<file path="src/sv/assert_macros.svh">
// assertion macros used by the rtl of the grid pooling block
// depends on: nothing; the including module must have clk and arst_n in scope
`ifndef ASSERT_MACROS_SVH
`define ASSERT_MACROS_SVH

`ifndef SYNTHESIS

// property holds at every clock edge out of reset
`define GP2_ASSERT_ALWAYS(lbl, prop) \
	lbl: assert property (@(posedge clk) disable iff (!arst_n) (prop)) \
		else $error("grid pool assertion failed");

// antecedent in one cycle implies consequent in the next
`define GP2_ASSERT_NEXT(lbl, ante, cons) \
	lbl: assert property (@(posedge clk) disable iff (!arst_n) (ante) |=> (cons)) \
		else $error("grid pool assertion failed");

`else

`define GP2_ASSERT_ALWAYS(lbl, prop)
`define GP2_ASSERT_NEXT(lbl, ante, cons)

`endif

`endif

</file>
<file path="src/sv/gp2_pkg.sv">
// constants, derived widths and register codes of the grid pooling block
// depends on: nothing
package gp2_pkg;

	// widest row the line buffer supports
	localparam int MAX_WIDTH = 1024;
	// one line buffer entry per horizontal pair
	localparam int STORE_DEPTH = (MAX_WIDTH / 2 > 0) ? MAX_WIDTH / 2 : 1;
	localparam int IDX_W = (STORE_DEPTH > 1) ? $clog2(STORE_DEPTH) : 1;
	// column position holds 0 .. MAX_WIDTH-1
	localparam int COL_W = (MAX_WIDTH > 2) ? $clog2(MAX_WIDTH) : 1;
	// effective width holds 2 .. MAX_WIDTH
	localparam int EFF_W = $clog2(MAX_WIDTH + 1);

	// fixed field widths
	localparam int CELL_W = 8;
	localparam int PAIR_W = 9;
	localparam int GW_W = 11;

	// configuration register indexes
	typedef enum logic [0:0] {
		REG_POOL_MODE  = 1'b0,
		REG_GRID_WIDTH = 1'b1
	} reg_index_t;

	// pooling modes
	typedef enum logic {
		MODE_AVG = 1'b0,
		MODE_MAX = 1'b1
	} pool_mode_t;

	localparam logic [GW_W-1:0] GRID_WIDTH_RST = 11'd1024;

endpackage

</file>
<file path="src/sv/grid_pool_2x2.sv">
// top level of the 2x2 stride-2 pooling block (average or maximum)
// depends on: gp2_pkg, gp2_ram, assert_macros.svh
//
//  channel | handshake                | payload
//  --------+--------------------------+---------------------------
//  in      | in_valid / in_stall      | cell_req, frame_end
//  out     | out_valid / out_stall    | pooled, row_end
//  config  | wr_en                    | wr_index, wr_data
//
// one item per cycle sustained unless out_stall backs up into in_stall; a pooled
// cell passes from the item that completes its block through the line buffer's
// registered read and the read stage, then into the output register.
// reset clears position, row parity and valids, not the line buffer; a top
// row writes its pairs before a bottom row reads them, unless the width grows in between.
// out_stall holds the output register and the read stage; in_stall rises
// only when the read stage is full and cannot drain.
`include "assert_macros.svh"

module grid_pool_2x2 (
	input  logic                        clk,
	input  logic                        arst_n,
	// input items
	input  logic                        in_valid,
	output logic                        in_stall,
	input  logic signed [7:0]           cell_req,
	input  logic                        frame_end,
	// result items
	output logic                        out_valid,
	input  logic                        out_stall,
	output logic signed [7:0]           pooled,
	output logic                        row_end,
	// configuration writes
	input  logic                        wr_en,
	input  logic [0:0]                  wr_index,
	input  logic [10:0]                 wr_data
);

	localparam int MaxWidth = gp2_pkg::MAX_WIDTH;
	localparam int StoreDepth = gp2_pkg::STORE_DEPTH;
	localparam int IdxW = gp2_pkg::IDX_W;
	localparam int ColW = gp2_pkg::COL_W;
	localparam int EffW = gp2_pkg::EFF_W;
	localparam int GwW = gp2_pkg::GW_W;
	localparam int PairW = gp2_pkg::PAIR_W;
	localparam int CellW = gp2_pkg::CELL_W;
	localparam int CmpW = (EffW > GwW) ? EffW : GwW;

	// configuration registers
	gp2_pkg::pool_mode_t   pool_mode_q;
	logic [GwW-1:0]        grid_width_q;

	// position state
	logic [ColW-1:0]           col_q;
	logic                      row_odd_q;
	logic signed [CellW-1:0]   left_cell_q;

	// read stage and output register
	logic                      s1_valid_q;
	logic signed [PairW-1:0]   pair_s1;
	logic                      row_end_s1;
	logic                      out_valid_q;
	logic signed [CellW-1:0]   pooled_q;
	logic                      row_end_q;

	// combinational
	logic [CmpW-1:0]           gw_ext;
	logic [EffW-1:0]           eff_w;
	logic [EffW-1:0]           col_ext;
	logic                      in_row;
	logic                      is_pair_end;
	logic                      emit;
	logic                      store_wr;
	logic                      accept;
	logic                      adv_out;
	logic                      last_col;
	logic                      row_end_now;
	logic [ColW-1:0]           half_col;
	logic [IdxW-1:0]           store_idx;
	logic signed [PairW-1:0]   pair_now;
	logic signed [PairW-1:0]   top_rd;
	logic [PairW-1:0]          store_rdata;
	logic signed [PairW:0]     sum4;
	logic signed [PairW:0]     sum4_biased;
	logic signed [PairW:0]     avg4;
	logic signed [PairW-1:0]   max4;
	logic signed [CellW-1:0]   result;

	// configuration write decode
	always_ff @(posedge clk or negedge arst_n) begin
		if (!arst_n) begin
			pool_mode_q  <= gp2_pkg::MODE_AVG;
			grid_width_q <= gp2_pkg::GRID_WIDTH_RST;
		end else if (wr_en) begin
			unique case (gp2_pkg::reg_index_t'(wr_index))
				gp2_pkg::REG_POOL_MODE: begin
					pool_mode_q <= gp2_pkg::pool_mode_t'(wr_data[0]);
				end
				gp2_pkg::REG_GRID_WIDTH: begin
					grid_width_q <= wr_data;
				end
			endcase
		end
	end

	// effective width clamped to 2 .. MAX_WIDTH
	always_comb begin
		gw_ext = CmpW'(grid_width_q);
		if (gw_ext < CmpW'(2)) begin
			eff_w = EffW'(2);
		end else if (gw_ext > CmpW'(MaxWidth)) begin
			eff_w = EffW'(MaxWidth);
		end else begin
			eff_w = gw_ext[EffW-1:0];
		end
	end

	// position decode
	always_comb begin
		col_ext     = EffW'(col_q);
		in_row      = col_ext < eff_w;
		is_pair_end = in_row && col_q[0];
		emit        = is_pair_end && row_odd_q;
		store_wr    = is_pair_end && !row_odd_q;
		last_col    = (col_ext + EffW'(1)) >= eff_w;
		row_end_now = ((EffW + 1)'(col_ext) + (EffW + 1)'(2)) > (EffW + 1)'(eff_w);
		half_col    = col_q >> 1;
		if (half_col >= ColW'(StoreDepth)) begin
			store_idx = IdxW'(half_col - ColW'(StoreDepth));
		end else begin
			store_idx = IdxW'(half_col);
		end
	end

	// horizontal pair: sum or maximum of left and current cell
	always_comb begin
		if (pool_mode_q == gp2_pkg::MODE_MAX) begin
			pair_now = (left_cell_q > cell_req) ? PairW'(left_cell_q) : PairW'(cell_req);
		end else begin
			pair_now = PairW'(left_cell_q) + PairW'(cell_req);
		end
	end

	// handshake
	assign adv_out  = !out_valid_q || !out_stall;
	assign in_stall = s1_valid_q && !adv_out;
	assign accept   = in_valid && !in_stall;

	// line buffer of top-row pair values; writes and reads never share a cycle
	gp2_ram #(
		.WIDTH (PairW),
		.DEPTH (StoreDepth)
	) u_store (
		.clk   (clk),
		.we    (accept && store_wr),
		.re    (accept && emit),
		.addr  (store_idx),
		.wdata (pair_now),
		.rdata (store_rdata)
	);

	// position, row parity and left cell
	always_ff @(posedge clk or negedge arst_n) begin
		if (!arst_n) begin
			col_q       <= '0;
			row_odd_q   <= 1'b0;
			left_cell_q <= '0;
		end else if (accept) begin
			if (in_row && !col_q[0]) begin
				left_cell_q <= cell_req;
			end
			if (frame_end) begin
				col_q     <= '0;
				row_odd_q <= 1'b0;
			end else if (last_col) begin
				col_q     <= '0;
				row_odd_q <= !row_odd_q;
			end else begin
				col_q <= col_q + ColW'(1);
			end
		end
	end

	// read stage: waits for the line buffer data
	always_ff @(posedge clk or negedge arst_n) begin
		if (!arst_n) begin
			s1_valid_q <= 1'b0;
		end else if (!in_stall) begin
			s1_valid_q <= accept && emit;
		end
	end

	always_ff @(posedge clk) begin
		if (accept && emit) begin
			pair_s1    <= pair_now;
			row_end_s1 <= row_end_now;
		end
	end

	// combine top pair with bottom pair
	always_comb begin
		top_rd      = store_rdata;
		sum4        = (PairW + 1)'(top_rd) + (PairW + 1)'(pair_s1);
		sum4_biased = sum4 + (sum4[PairW] ? (PairW + 1)'(3) : (PairW + 1)'(0));
		avg4        = sum4_biased >>> 2;
		max4        = (top_rd > pair_s1) ? top_rd : pair_s1;
		if (pool_mode_q == gp2_pkg::MODE_MAX) begin
			if (max4 > PairW'(127)) begin
				result = CellW'(127);
			end else if (max4 < -PairW'(128)) begin
				result = -CellW'(128);
			end else begin
				result = max4[CellW-1:0];
			end
		end else begin
			result = avg4[CellW-1:0];
		end
	end

	// output register
	always_ff @(posedge clk or negedge arst_n) begin
		if (!arst_n) begin
			out_valid_q <= 1'b0;
		end else if (adv_out) begin
			out_valid_q <= s1_valid_q;
		end
	end

	always_ff @(posedge clk) begin
		if (adv_out && s1_valid_q) begin
			pooled_q  <= result;
			row_end_q <= row_end_s1;
		end
	end

	assign out_valid = out_valid_q;
	assign pooled    = pooled_q;
	assign row_end   = row_end_q;

	// checks
	`GP2_ASSERT_ALWAYS(a_stall_needs_full_s1, in_stall |-> s1_valid_q)
	`GP2_ASSERT_NEXT(a_emit_fills_s1, accept && emit, s1_valid_q)
	`GP2_ASSERT_NEXT(a_s1_drains_to_out, s1_valid_q && adv_out, out_valid_q)
	`GP2_ASSERT_NEXT(a_frame_end_rewinds, accept && frame_end, col_q == '0 && !row_odd_q)

endmodule

</file>
<file path="src/sv/gp2_ram.sv">
// generic single-port synchronous ram with registered read data
// depends on: nothing
module gp2_ram #(
	parameter int WIDTH = 8,
	parameter int DEPTH = 16
) (
	input  logic                                          clk,
	input  logic                                          we,
	input  logic                                          re,
	input  logic [((DEPTH > 1) ? $clog2(DEPTH) : 1)-1:0]  addr,
	input  logic [WIDTH-1:0]                              wdata,
	output logic [WIDTH-1:0]                              rdata
);

	logic [WIDTH-1:0] mem [DEPTH];

	// write port and registered read, data holds between reads
	always_ff @(posedge clk) begin
		if (we) begin
			mem[addr] <= wdata;
		end
		if (re) begin
			rdata <= mem[addr];
		end
	end

endmodule

</file>
<file path="config.mk">
export PLATFORM = sky130hd
export DESIGN_NAME = grid_pool_2x2
export DESIGN_NICKNAME = d
export VERILOG_FILES = /design/src/sv/gp2_pkg.sv /design/src/sv/grid_pool_2x2.sv /design/src/sv/gp2_ram.sv
export VERILOG_INCLUDE_DIRS = /design/src /design/src/sv
export SDC_FILE = /design/constraint.sdc
export NUM_CORES = 2
export LEC_CHECK = 0
export BUFFER_PORTS_ARGS = -buffer_cell sky130_fd_sc_hd__buf_2
export CORE_UTILIZATION = 60
export DETAILED_ROUTE_END_ITERATION = 8
export PLACE_DENSITY = 0.76
export SLEW_MARGIN = 40
export SYNTH_ARGS = -nofsm -noshare
export SYNTH_HDL_FRONTEND = slang
export SYNTH_MEMORY_MAX_BITS = 65536
export SYNTH_SLANG_ARGS = --single-unit
</file>
<file path="constraint.sdc">
create_clock -name clk -period 23 [get_ports clk]
set_clock_uncertainty 0.15 [all_clocks]
set_input_delay 3.45 -clock clk [delete_from_list [all_inputs] [get_ports clk]]
set_output_delay 3.45 -clock clk [all_outputs]
set_load 0.05 [all_outputs]
</file>
==> impl_metrics.toml <==
[sta]
fin_setup_tns_ps = 0
setup_viol = 0
slew_headroom = 0.270
layout_worst_path_cycle_share = 0.337
final_hold_viol_count = 0
fmax_ghz = 0.129
drv_slew = 0
rsz0062_at_grt = "no"
finalCriticalPeriod_ps = 7750
hold_slack_ps = 288
tightest_slew_ps = 1080

[floorplanning]
die_area_sq_um = 306000
start_util = 0.603
core_sq_um = 303000
die_height_microns = 553
dieWidth_microns = 553
row_count = 202
io_pins = 37

[routing]
vias_per_cell = 7.37
drc = 1
routedWlPerCell_microns = 40.3
dr.pass1.iters = 9
initialDrtViolationCount = 18029
ant_nets = 0
dr_total_vias = 97728
postRouteWirelength_mm = 535

[setup_path]
rrSetupSlack_ps = 15780
cp.required_ps = 23490
cp-end-kind = "flop"
r2r_start = "col_q[2]$_DFFE_PN0P_"
cp_max_fo = 115
worstRegToRegCells = 12
cp.arrival_ps = 8250
timing.rr.end = "u_store.rdata[1]$_DFFE_PP_"
crit_path_start = "cell_req[1]"
path_class = "primary input to flop"
cp-start-kind = "primary input"
endpoint = "u_store.mem[149][5]$_DFFE_PP_"

[cells_and_area]
drive_above_1_share = 0.288
finalNetCount = 8991
final_area_sq_um = 204000
synthToLayoutAreaGrowth_pct = 11.9

[clock_network]
root_buffer = "clkbuf_16"
cts.repair.resized = 0
post_cts_buffers = 0
clkLatencyLatePin_ps = 1050
clkTransAtPathRegs_ps = 60
numCtsBuffers = 445
cts_tree = "built"
hold_buffers = 0
ctsLongestPathBuffers = 4
h-tree-depth = 5
cts_sinks = 4669

[yosys]
synth_nets = 8763
yosysSeqAreaShare = 0.768
synth_ff_type = "edfxtp_1"
synthDistinctLibCells = 71
synth.avg_cell_area_sq_um = 21.1
synth.ff_latch_count = 4669
synthCells = 8664
synth_edf_count = 4636
async_flop_share = 0.00707
yosysWarningCount = 0
synth_area_sq_um = 182000

[worst_hold_path]
hold_class = "flop to flop"

[placed_design]
io_buffers = 36
post_dp_cell_area_sq_um = 189000
post-dp-hpwl_mm = 315
gp_congestion = 0.948

[power_and_ir_drop]
powerDensity_nw_per_um2 = 102
p_leak_nw = 61.7
max-vdd-ir-drop_mv = 0.108

[grt]
grt_start_max_net_pins = 185
antenna_found_initial = 37
grt_pass1_wl_mm = 740
grt_pass1_vias = 94913
grt_use_total = 0.349
gr-total-overflow = 0

[outcome]
status = "complete, but fails checks"
violations = "DRC"

[run]
cap_violations = 0
==> cells in the final DEF, fill, tap and decap left out, types with 14 or more instances in the layout <==
| cell type | count |
|---|---|
| clkinv_1 | 115 |
| dfrtp_1 | 24 |
| nor2_1 | 142 |
| clkbuf_16 | 450 |
| a22oi_1 | 194 |
| a22o_1 | 54 |
| clkbuf_1 | 78 |
| edfxtp_1 | 4636 |
| buf_4 | 179 |
| buf_2 | 38 |
| a32oi_1 | 24 |
| clkinvlp_4 | 19 |
| nor3_1 | 36 |
| a31oi_1 | 21 |
| buf_12 | 34 |
| inv_1 | 38 |
| nor4_1 | 14 |
| o21ai_0 | 52 |
| nor2_2 | 488 |
| buf_6 | 33 |
| mux4_2 | 1132 |
| ha_1 | 71 |
| nand4_1 | 37 |
| bufinv_16 | 44 |
| xnor2_1 | 21 |
| o22ai_1 | 45 |
| mux2_2 | 27 |
| nand2b_1 | 14 |
| o211ai_1 | 14 |
| nand3_1 | 63 |
| nor2b_1 | 16 |
| nand2_1 | 298 |
| mux2i_1 | 240 |
| a221oi_1 | 66 |
| a21oi_1 | 98 |
| clkinv_2 | 92 |
| a211oi_1 | 23 |
| diode_2 | 19 |
==> metal layers <==
metal	vias up	part of all wire	track usage
li1	36628	-	-
met1	50325	0.33	0.459
met2	8919	0.44	0.506
met3	1816	0.15	0.129
met4	40	0.070	0.204
met5	-	0.0013	0.00625
==> Yosys cell counts, types with 39 or more instances <==
cell | instances | share of area
buf_1 | 66 | 0.0014
o22ai_1 | 47 | 0.0016
o21ai_0 | 63 | 0.0017
a21oi_1 | 106 | 0.0029
nand2_1 | 301 | 0.0062
clkbuf_1 | 219 | 0.0045
mux4_2 | 1132 | 0.14
ha_1 | 71 | 0.0049
a221oi_1 | 66 | 0.0032
mux2i_1 | 243 | 0.013
inv_1 | 39 | 0.00080
buf_4 | 62 | 0.0026
a22o_1 | 54 | 0.0026
nor2_1 | 635 | 0.013
edfxtp_1 | 4636 | 0.76
nor3_1 | 45 | 0.0012
buf_2 | 163 | 0.0045
nand3_1 | 74 | 0.0020
a22oi_1 | 197 | 0.0081
==> worst min path at each step <==
stage / end / slack [ps] / startpoint / cells past startpoint
after global placement: row_end$_DFFE_PP_ / 270 / row_end_s1$_DFFE_PP_ / 0
final: out_valid$_DFFE_PN0N_ / 290 / s1_valid_q$_DFFE_PN0N_ / 1
after CTS: out_valid$_DFFE_PN0N_ / 300 / s1_valid_q$_DFFE_PN0N_ / 1
after detailed placement: row_end$_DFFE_PP_ / 280 / row_end_s1$_DFFE_PP_ / 0
after global routing: out_valid$_DFFE_PN0N_ / 320 / s1_valid_q$_DFFE_PN0N_ / 1
after floorplan: row_end$_DFFE_PP_ / 250 / row_end_s1$_DFFE_PP_ / 0
==> stage by stage <==
step	setup slack (ps)	utilization	total power [mW]	std cells
after floorplan	453	-	13.4	8664
after global placement	14030	0.620	13.5	12389
after detailed placement	14160	0.624	13.6	12407
after CTS	15180	0.672	20.8	13231
after global routing	15080	0.675	21.3	13249
final	15250	0.675	20.9	13266
==> where the power goes <==
part	total (mW)	switching [mW]	internal, mW
clock network	7.33	3.24	4.09
logic	2.97	2.15	0.822
registers	10.6	0.0251	10.6
total	20.9	5.41	15.5
==> logic make-up (layout without fill, tap and decap cells) <==
| kind of cell | after synthesis | in the layout | share of synthesized area |
|---|---|---|---|
| AO/OA/AOI/OAI | 719 | 719 | 0.0283 |
| XOR/XNOR | 32 | 32 | 0.00154 |
| flip-flops | 4669 | 4669 | 0.768 |
| multiplexers | 1403 | 1403 | 0.155 |
| adder cells (fa/ha/maj) | 73 | 73 | 0.00509 |
| other | 0 | 19 | 0 |
| buffers and inverters | 557 | 1162 | 0.0141 |
| AND/OR/NAND/NOR | 1211 | 1211 | 0.0282 |
==> layout make-up <==
class	count	area, sq um
Sequential cell	4669	140000
Fill cell	17851	98400
Multi-Input combinational cell	3438	41500
Clock buffer	528	11600
Tap cell	3978	4980
Timing Repair Buffer	298	2900
Clock inverter	296	2900
Inverter	40	160
Antenna cell	19	47.5
==> state kept, by name (all words and copies together) (netlist names) <==
signal,cells
pool_mode_q,1
pooled,8
grid_width_q,11
u_store.rdata,9
s1_valid_q,1
u_store.mem,4608
col_q,10
left_cell_q,8
row_end,1
row_end_s1,1
out_valid,1
pair_s1,9
row_odd_q,1
==> worst max-delay path, cell delays in order <==
cell      delay [ps]
buf_2            120
inv_1             80
ha_1             330
nor2b_1          140
o21ai_0          240
a21oi_1          110
o211ai_1         190
a211oi_1         110
nor2_1           530
nand2_1          200
a31oi_4          250
buf_12           280
buf_16           440
buf_4            750
clkbuf_8         690
(Power assumes the default switching activity.)
